## src/rtl/nrtp_pkg.sv

```systemverilog
// Package for the nearest ray/triangle pick core.
// It holds the shared types, the product sequence table and the saturation helper.
// It depends on nothing else.
package nrtp_pkg;

	localparam int GRID_MAX_DEF  = 256;
	localparam int FRAC_BITS_DEF = 16;
	localparam int EPS_LSB_DEF   = 1;
	localparam int NUM_UOPS      = 24;
	localparam int ACC_W         = 66;

	typedef enum logic [4:0] {
		OP_D0, OP_D1, OP_D2, OP_E10, OP_E11, OP_E12, OP_E20, OP_E21, OP_E22,
		OP_S0, OP_S1, OP_S2, OP_H0, OP_H1, OP_H2, OP_Q0, OP_Q1, OP_Q2
	} oper_t;

	typedef enum logic [3:0] {
		DST_NONE, DST_H0, DST_H1, DST_H2, DST_DEN, DST_NU,
		DST_Q0, DST_Q1, DST_Q2, DST_NV, DST_NT
	} dst_t;

	typedef enum logic [1:0] {DIV_U, DIV_V, DIV_T} div_sel_t;

	typedef enum logic [2:0] {
		CFG_OX, CFG_OY, CFG_OZ, CFG_DX, CFG_DY, CFG_DZ, CFG_SIDE
	} cfg_idx_t;

	typedef enum logic [2:0] {
		ST_IDLE, ST_MUL, ST_ACC, ST_DIV_GO, ST_DIV_WAIT, ST_DECIDE
	} state_t;

	typedef struct packed {
		oper_t a;
		oper_t b;
		logic  neg;
		logic  first;
		logic  last;
		dst_t  dst;
	} uop_t;

	typedef struct packed {
		logic     load;
		logic     mul_en;
		logic     acc_en;
		uop_t     uop;
		logic     div_go;
		div_sel_t div_sel;
		logic     commit;
	} cmd_t;

	typedef struct packed {
		logic div_done;
		logic fin;
		logic out_free;
	} sts_t;

	// Products of h = dir x e2, den, s.h, q = s x e1, dir.q and e2.q.
	function automatic uop_t ucode(input logic [4:0] i);
		uop_t u;
		case (i)
			5'd0:    u = '{OP_D1,  OP_E22, 1'b0, 1'b1, 1'b0, DST_NONE};
			5'd1:    u = '{OP_D2,  OP_E21, 1'b1, 1'b0, 1'b1, DST_H0};
			5'd2:    u = '{OP_D2,  OP_E20, 1'b0, 1'b1, 1'b0, DST_NONE};
			5'd3:    u = '{OP_D0,  OP_E22, 1'b1, 1'b0, 1'b1, DST_H1};
			5'd4:    u = '{OP_D0,  OP_E21, 1'b0, 1'b1, 1'b0, DST_NONE};
			5'd5:    u = '{OP_D1,  OP_E20, 1'b1, 1'b0, 1'b1, DST_H2};
			5'd6:    u = '{OP_E10, OP_H0,  1'b0, 1'b1, 1'b0, DST_NONE};
			5'd7:    u = '{OP_E11, OP_H1,  1'b0, 1'b0, 1'b0, DST_NONE};
			5'd8:    u = '{OP_E12, OP_H2,  1'b0, 1'b0, 1'b1, DST_DEN};
			5'd9:    u = '{OP_S0,  OP_H0,  1'b0, 1'b1, 1'b0, DST_NONE};
			5'd10:   u = '{OP_S1,  OP_H1,  1'b0, 1'b0, 1'b0, DST_NONE};
			5'd11:   u = '{OP_S2,  OP_H2,  1'b0, 1'b0, 1'b1, DST_NU};
			5'd12:   u = '{OP_S1,  OP_E12, 1'b0, 1'b1, 1'b0, DST_NONE};
			5'd13:   u = '{OP_S2,  OP_E11, 1'b1, 1'b0, 1'b1, DST_Q0};
			5'd14:   u = '{OP_S2,  OP_E10, 1'b0, 1'b1, 1'b0, DST_NONE};
			5'd15:   u = '{OP_S0,  OP_E12, 1'b1, 1'b0, 1'b1, DST_Q1};
			5'd16:   u = '{OP_S0,  OP_E11, 1'b0, 1'b1, 1'b0, DST_NONE};
			5'd17:   u = '{OP_S1,  OP_E10, 1'b1, 1'b0, 1'b1, DST_Q2};
			5'd18:   u = '{OP_D0,  OP_Q0,  1'b0, 1'b1, 1'b0, DST_NONE};
			5'd19:   u = '{OP_D1,  OP_Q1,  1'b0, 1'b0, 1'b0, DST_NONE};
			5'd20:   u = '{OP_D2,  OP_Q2,  1'b0, 1'b0, 1'b1, DST_NV};
			5'd21:   u = '{OP_E20, OP_Q0,  1'b0, 1'b1, 1'b0, DST_NONE};
			5'd22:   u = '{OP_E21, OP_Q1,  1'b0, 1'b0, 1'b0, DST_NONE};
			5'd23:   u = '{OP_E22, OP_Q2,  1'b0, 1'b0, 1'b1, DST_NT};
			default: u = '{OP_D0,  OP_D0,  1'b0, 1'b1, 1'b0, DST_NONE};
		endcase
		return u;
	endfunction

	function automatic logic signed [31:0] sat32(input logic signed [ACC_W-1:0] x);
		logic signed [31:0] r;
		if (x > $signed(ACC_W'(32'h7FFFFFFF)))
			r = 32'sh7FFFFFFF;
		else if (x < -$signed(ACC_W'(33'h080000000)))
			r = 32'sh80000000;
		else
			r = x[31:0];
		return r;
	endfunction

endpackage

```

## src/rtl/nrtp_ctrl.sv

```systemverilog
// Controller of the nearest ray/triangle pick core.
// It sequences the products, the three divisions and the final decision.
// It depends on nrtp_pkg.
module nrtp_ctrl (
	input  logic          clk,
	input  logic          arst_n,
	input  logic          s_tvalid,
	output logic          s_tready,
	input  nrtp_pkg::sts_t sts,
	output nrtp_pkg::cmd_t cmd
);

	nrtp_pkg::state_t     state_q, state_n;
	logic [4:0]           step_q, step_n;
	nrtp_pkg::div_sel_t   div_q, div_n;

	always_ff @(posedge clk or negedge arst_n) begin
		if (!arst_n) begin
			state_q <= nrtp_pkg::ST_IDLE;
			step_q  <= '0;
			div_q   <= nrtp_pkg::DIV_U;
		end else begin
			state_q <= state_n;
			step_q  <= step_n;
			div_q   <= div_n;
		end
	end

	always_comb begin
		state_n     = state_q;
		step_n      = step_q;
		div_n       = div_q;
		s_tready    = 1'b0;
		cmd         = '0;
		cmd.uop     = nrtp_pkg::ucode(step_q);
		cmd.div_sel = div_q;
		case (state_q)
			nrtp_pkg::ST_IDLE: begin
				s_tready = 1'b1;
				if (s_tvalid) begin
					cmd.load = 1'b1;
					step_n   = '0;
					state_n  = nrtp_pkg::ST_MUL;
				end
			end
			nrtp_pkg::ST_MUL: begin
				cmd.mul_en = 1'b1;
				state_n    = nrtp_pkg::ST_ACC;
			end
			nrtp_pkg::ST_ACC: begin
				cmd.acc_en = 1'b1;
				if (step_q == 5'(nrtp_pkg::NUM_UOPS - 1)) begin
					div_n   = nrtp_pkg::DIV_U;
					state_n = nrtp_pkg::ST_DIV_GO;
				end else begin
					step_n  = step_q + 5'd1;
					state_n = nrtp_pkg::ST_MUL;
				end
			end
			nrtp_pkg::ST_DIV_GO: begin
				cmd.div_go = 1'b1;
				state_n    = nrtp_pkg::ST_DIV_WAIT;
			end
			nrtp_pkg::ST_DIV_WAIT: begin
				if (sts.div_done) begin
					case (div_q)
						nrtp_pkg::DIV_U: begin
							div_n   = nrtp_pkg::DIV_V;
							state_n = nrtp_pkg::ST_DIV_GO;
						end
						nrtp_pkg::DIV_V: begin
							div_n   = nrtp_pkg::DIV_T;
							state_n = nrtp_pkg::ST_DIV_GO;
						end
						default: state_n = nrtp_pkg::ST_DECIDE;
					endcase
				end
			end
			nrtp_pkg::ST_DECIDE: begin
				if (!sts.fin || sts.out_free) begin
					cmd.commit = 1'b1;
					state_n    = nrtp_pkg::ST_IDLE;
				end
			end
			default: state_n = nrtp_pkg::ST_IDLE;
		endcase
	end

	a_accept_starts: assert property (@(posedge clk) disable iff (!arst_n)
		s_tvalid && s_tready |=> state_q == nrtp_pkg::ST_MUL)
		else $error("accepted transaction did not start the product sequence");

	a_hold_result: assert property (@(posedge clk) disable iff (!arst_n)
		state_q == nrtp_pkg::ST_DECIDE && sts.fin && !sts.out_free
		|=> state_q == nrtp_pkg::ST_DECIDE)
		else $error("result overwritten while the previous one was pending");

	a_step_range: assert property (@(posedge clk) disable iff (!arst_n)
		state_q == nrtp_pkg::ST_MUL |-> step_q < 5'(nrtp_pkg::NUM_UOPS))
		else $error("product step out of range");

endmodule

```

## config.mk

```make
export PLATFORM = sky130hd
export DESIGN_NAME = nrtp_ctrl
export DESIGN_NICKNAME = d
export VERILOG_FILES = /design/src/rtl/nrtp_pkg.sv /design/src/rtl/nrtp_ctrl.sv
export SDC_FILE = /design/constraint.sdc
export NUM_CORES = 1
export LEC_CHECK = 0
export BUFFER_PORTS_ARGS = -buffer_cell sky130_fd_sc_hd__buf_4
export CORE_ASPECT_RATIO = 1.25
export CORE_MARGIN = 2
export CORE_UTILIZATION = 50
export CTS_CLUSTER_SIZE = 40
export DETAILED_ROUTE_END_ITERATION = 16
export GPL_TIMING_DRIVEN = 0
export PLACE_DENSITY = 0.76
export SLEW_MARGIN = 25
export SYNTH_ARGS = -nofsm -noshare
export SYNTH_HDL_FRONTEND = slang
export SYNTH_SLANG_ARGS = --single-unit
```

## constraint.sdc

```tcl
create_clock -name clk -period 2.8 [get_ports clk]
set_input_delay 0.42 -clock clk [delete_from_list [all_inputs] [get_ports clk]]
set_output_delay 0.42 -clock clk [all_outputs]
set_load 0.02 [all_outputs]
```

==> After elaboration in Yosys (flattened, before gate mapping) <==
Memory sizes are Yosys's and may differ from the RTL's.
Index checks and enable logic that the tools add are counted.
{ "classes": {"n_eq_ne": 13, "n_reduce_logical": 10, "mux": 21, "add_sub_neg": 1} }
{ "op_table": {"columns": ["cell", "n"], "rows": [
  ["one-hot mux 3 bit (6 select lines)", 1],
  ["2-to-1 mux 3 bit", 4],
  ["2-to-1 mux 5 bit", 2],
  ["!= test 2 bit (second input constant)", 5],
  ["one-hot mux 5 bit (2 select lines)", 1],
  ["2-to-1 mux 1 bit", 8],
  ["one-hot mux 2 bit (2 select lines)", 2],
  ["equality test 3 x 2 -> 1 bit (second input constant)", 2],
  ["equality test 3 bit (second input constant)", 2],
  ["2-to-1 mux 2 bit", 3],
  ["AND reduction 3 bit", 2],
  ["adder 5 x 1 -> 5 bit (second input constant)", 1],
  ["equality test 5 bit (second input constant)", 1],
  ["AND reduction 4 bit", 1],
  ["nonzero test 2 bit", 2],
  ["equality test 3 x 1 -> 1 bit (second input constant)", 1],
  ["logical NOT 3 bit", 1],
  ["!= test 3 bit (second input constant)", 1],
  ["equality test 2 x 1 -> 1 bit (second input constant)", 1],
  ["logical NOT 2 bit", 1],
  ["OR reduction 2 bit", 1],
  ["logical NOT 1 bit", 1],
  ["logical OR 1 bit", 1]
]} }
{ "totals": {"n_memories": 1, "reg_bits": 10, "rom_bits": 512, "output_inout_bits": 25, "word_cells": 49} }
{ "mem_list": {"columns": ["name", "words", "width", "read_ports", "rd_clocked_by_memory_dff", "wr", "line_no", "rtl"], "rows": [
  ["(no name shown)", 32, 16, 1, 0, 0, "nrtp_pkg.sv:60", "case (i)"]
]} }

==> Depth between registers and ports, before layout <==
{ "logic_depth": {"depth_word": 5, "depth_mapped": 8, "mapped_depth_nobuf": 6} }

==> Least setup slack after synthesis <==
No wires, ideal clock.
{ "synth_timing": {"path_kind": "register to output", "startpoint": "register step_q[0]", "endpoint": "output port cmd[8] in the netlist's numbering", "stages_incl_launch_ff": 7, "setup_slack_ps": 224, "arrival_time_ps": 2156, "cell_sequence": "dfrtp_1 > clkbuf_1 > inv_1 > ha_1 > clkbuf_1 > a211oi_1 > a211o_1"} }
{ "synth_rtl": {"columns": ["element", "line_no", "rtl"], "rows": [
  ["start, declared", "nrtp_ctrl.sv:14", "logic [4:0] step_q, step_n;"],
  ["start signal, assigned", "nrtp_ctrl.sv:24", "step_q <= step_n;"],
  ["end, declared", "nrtp_ctrl.sv:10", "output nrtp_pkg::cmd_t cmd"]
]} }

==> results.py <==
metrics = {
    "sta": {
        "tns_ns": 0,
        "fin_skew_ns": 0.000550,
        "final.min_clock_period_ns": 2.63,
        "hold-worst-slack_ns": 0.441,
        "rsz0062_at_grt": "no",
        "setup_viol": 0,
        "period_share_pct": 94.0,
        "maxSlewViolCount": 0,
        "hold_viol_final": 0,
        "fmax_mhz": 380,
    },
    "floorplan": {
        "die_area_sq_um": 2760,
        "placementRows": 19,
        "die_h_um": 58.3,
        "ios": 31,
        "core_sq_um": 2210,
        "initial_core_util_pct": 53.3,
        "fp.dieW_um": 47.4,
    },
    "pwr": {
        "swShare_pct": 52.1,
        "combPwrFrac_pct": 78.1,
        "p_clk_share_pct": 5.5,
        "peakVddDrop_v": 0.000753,
        "powerDensity_nw_per_um2": 1140,
        "leakagePower_uw": 0.000636,
        "power.internal_uw": 796,
        "seqPwrFrac_pct": 16.4,
        "p_sw_uw": 865,
    },
    "yosys": {
        "synth.yosys.seq_area_share_pct": 21.2,
        "synth_edf_count": 0,
        "async_reset_ff_share_pct": 100,
        "synth_cell_types": 45,
        "synth_ff_type": "dfrtp_1",
        "synth_seq_cells": 10,
        "syn_area_sq_um": 1180,
        "syn_area_per_cell_sq_um": 7.51,
        "yosysWarnings": 0,
        "syn_nets": 172,
        "synth_cells": 157,
    },
    "final_layout": {
        "n_antenna_cell": 0,
        "mostFrequentLayoutCells": "30 x buf_4, 14 x a21oi_1, 13 x nor2_1",
        "syn2layout_area_growth_pct": 23.9,
        "drive_above_1_share_pct": 23.9,
        "fill_cells": 210,
        "multi_input_area_sq_um": 843,
        "final_common_cell": "buf_4",
        "num-nets-final": 205,
        "seqCellArea_sq_um": 250,
        "final_util_pct": 66.0,
    },
    "detailed_routing": {
        "avgRoutedWirePerCell_um": 14.5,
        "drc": 0,
        "vias_per_cell": 5.81,
        "first_pass_iters": 4,
        "num_vias": 1273,
        "ant_nets": 0,
        "routed_wl_mm": 3.17,
        "drt-initial-drc-count": 30,
    },
    "critical_path": {
        "cp_cell_sequence": "inv_1 -> ha_1 -> nor2_1 -> a21oi_1 -> o22a_1 -> o22ai_1 -> buf_4",
        "path_class": "flip-flop to output pin",
        "r2r_setup_slack_ns": 0.97,
        "r2r_end": "step_q[1]",
        "slowest_stage": "dfrtp_1",
        "worst_ep_required_time_ns": 2.38,
        "cp-end-kind": "output pin",
        "worstPathArrival_ns": 2.21,
        "ff2ff_path_depth": 5,
        "critical_path.max_stage_delay_ns": 0.53,
        "startpoint_type": "flip-flop",
        "reg2reg_from": "step_q[0]",
        "cp_max_fo": 10,
    },
    "worst_hold_path": {
        "min-delay-start": "sts[2]",
        "whs_path_depth": 2,
        "min_to": "div_q[1]",
        "hold_class": "primary input to flip-flop",
    },
    "run": {
        "drv_cap": 0,
    },
    "place": {
        "dpl.hpwl_mm": 2.52,
        "gp_congestion": 0.907,
        "portBuffers": 29,
    },
    "global_routing": {
        "grt_usage_pct": 26.4,
        "grt_pass1_vias": 1204,
        "grt_max_degree": 11,
        "grt.overflow.total": 0,
        "grt_pass1_wl_mm": 5.40,
        "antenna_found_initial": 0,
    },
    "status": {
        "status": "finished, final reports clean",
    },
    "cts": {
        "cts_resized": 0,
        "post_cts_buffers": 0,
        "clock_latency_ns": 0.25,
        "clkSinkCount": 10,
        "cts.path.max_buffers": 2,
        "cts_tree": "yes",
        "ctsHtreeMaxLevel": 1,
        "clk_pin_slew_worst_paths_ns": 0.06,
        "cts_root_buf": "clkbuf_4",
        "cts_buffers": 3,
    },
}
[cell usage after synthesis (2+ instances only)]
cell type / n / share of area, %
a211oi_1: 4 / 2.5
a21oi_1: 14 / 5.9
a31o_2: 2 / 1.5
buf_1: 4 / 1.3
buf_2: 2 / 0.85
clkbuf_1: 6 / 1.9
dfrtp_1: 10 / 21
ha_1: 9 / 9.6
inv_1: 8 / 2.5
mux2_2: 2 / 1.9
mux2i_1: 2 / 1.7
nand2_1: 11 / 3.5
nand2b_1: 7 / 3.7
nand3_1: 5 / 2.1
nand3b_1: 2 / 1.3
nor2_1: 13 / 4.1
nor2b_1: 3 / 1.6
nor3_1: 2 / 0.85
nor3b_1: 2 / 1.3
o211ai_1: 2 / 1.3
o21a_1: 2 / 1.3
o21ai_0: 9 / 3.8
o21ai_1: 8 / 3.4
o22a_1: 2 / 1.5
o22ai_1: 4 / 2.1
o32ai_1: 2 / 1.5
or2b_1: 2 / 1.3
[area by class of cell]
type                       instances  area share (%)
timing repair buffer              30            15.6
inverter                           8            2.06
multi-input combinational        126            57.8
clock buffer                       3            1.54
buffer                            11            3.26
tap                               31            2.66
sequential                        10            17.1
[kinds of logic after synthesis]
logic type / share of synthesized area (%)
compound gates: 28.9
simple gates: 26.5
buf+inv: 7.22
flops: 21.2
fa+ha+maj: 9.55
mux: 5.52
other cells: 0.318
xor+xnor: 0.743
[worst max-delay path by stage]
stage,start,cells past startpoint,to
2_1_floorplan,step_q[0],6,cmd[8]
4_1_cts,step_q[0],8,cmd[13]
3_3_place_gp,step_q[0],9,cmd[14]
5_1_grt,step_q[1],7,cmd[14]
6_report,step_q[0],7,cmd[14]
3_5_place_dp,step_q[0],9,cmd[14]
[through the flow]
stage,cell area [sq um],total power (uW),cells,setup slack (ns)
5_1_grt,1460,1810,219,0.00829
4_1_cts,1460,1670,220,0.0624
3_3_place_gp,1440,1550,217,0.223
2_1_floorplan,1180,1130,157,0.224
6_report,1460,1660,219,0.167
3_5_place_dp,1440,1570,217,0.197
[power groups by stage]
stage          combinational [uW]  clock (uW)  sequential (uW)
6_report                     1300        91.5              272
5_1_grt                      1420         106              286
4_1_cts                      1300        97.0              273
3_5_place_dp                 1310           0              265
3_3_place_gp                 1290           0              263
2_1_floorplan                 866           0              263
[sequential cells by signal, summed over array words and instances, names as in the netlist]
register / flops
step_q: 5
div_q: 2
state_q: 3
[what timing repair did]
item,4_1_cts,5_1_grt
hold buffers,1,0
setup endpoints to repair,4,6
gates cloned,0,0
hold endpoints to repair,10,0
[critical path, delay by kind of cell (launching register included)]
family                   cells  cell delay (ns)
adder cells (fa/ha/maj)      1             0.45
buffers and inverters        2             0.34
flip-flops                   1             0.53
AO/OA/AOI/OAI                3             0.42
AND/OR/NAND/NOR              1             0.23
[metal layers]
| metal | track usage (%) | routed length (um) | vias to the layer above |
|---|---|---|---|
| met2 | 45.4 | 1710 | 55 |
| met1 | 33.3 | 1270 | 591 |
| li1 | - | - | 625 |
| met4 | 9.13 | 13 | 0 |
| met5 | 0 | 0 | - |
| met3 | 2.18 | 180 | 2 |
Note: power is estimated with default switching activity, not from simulation.
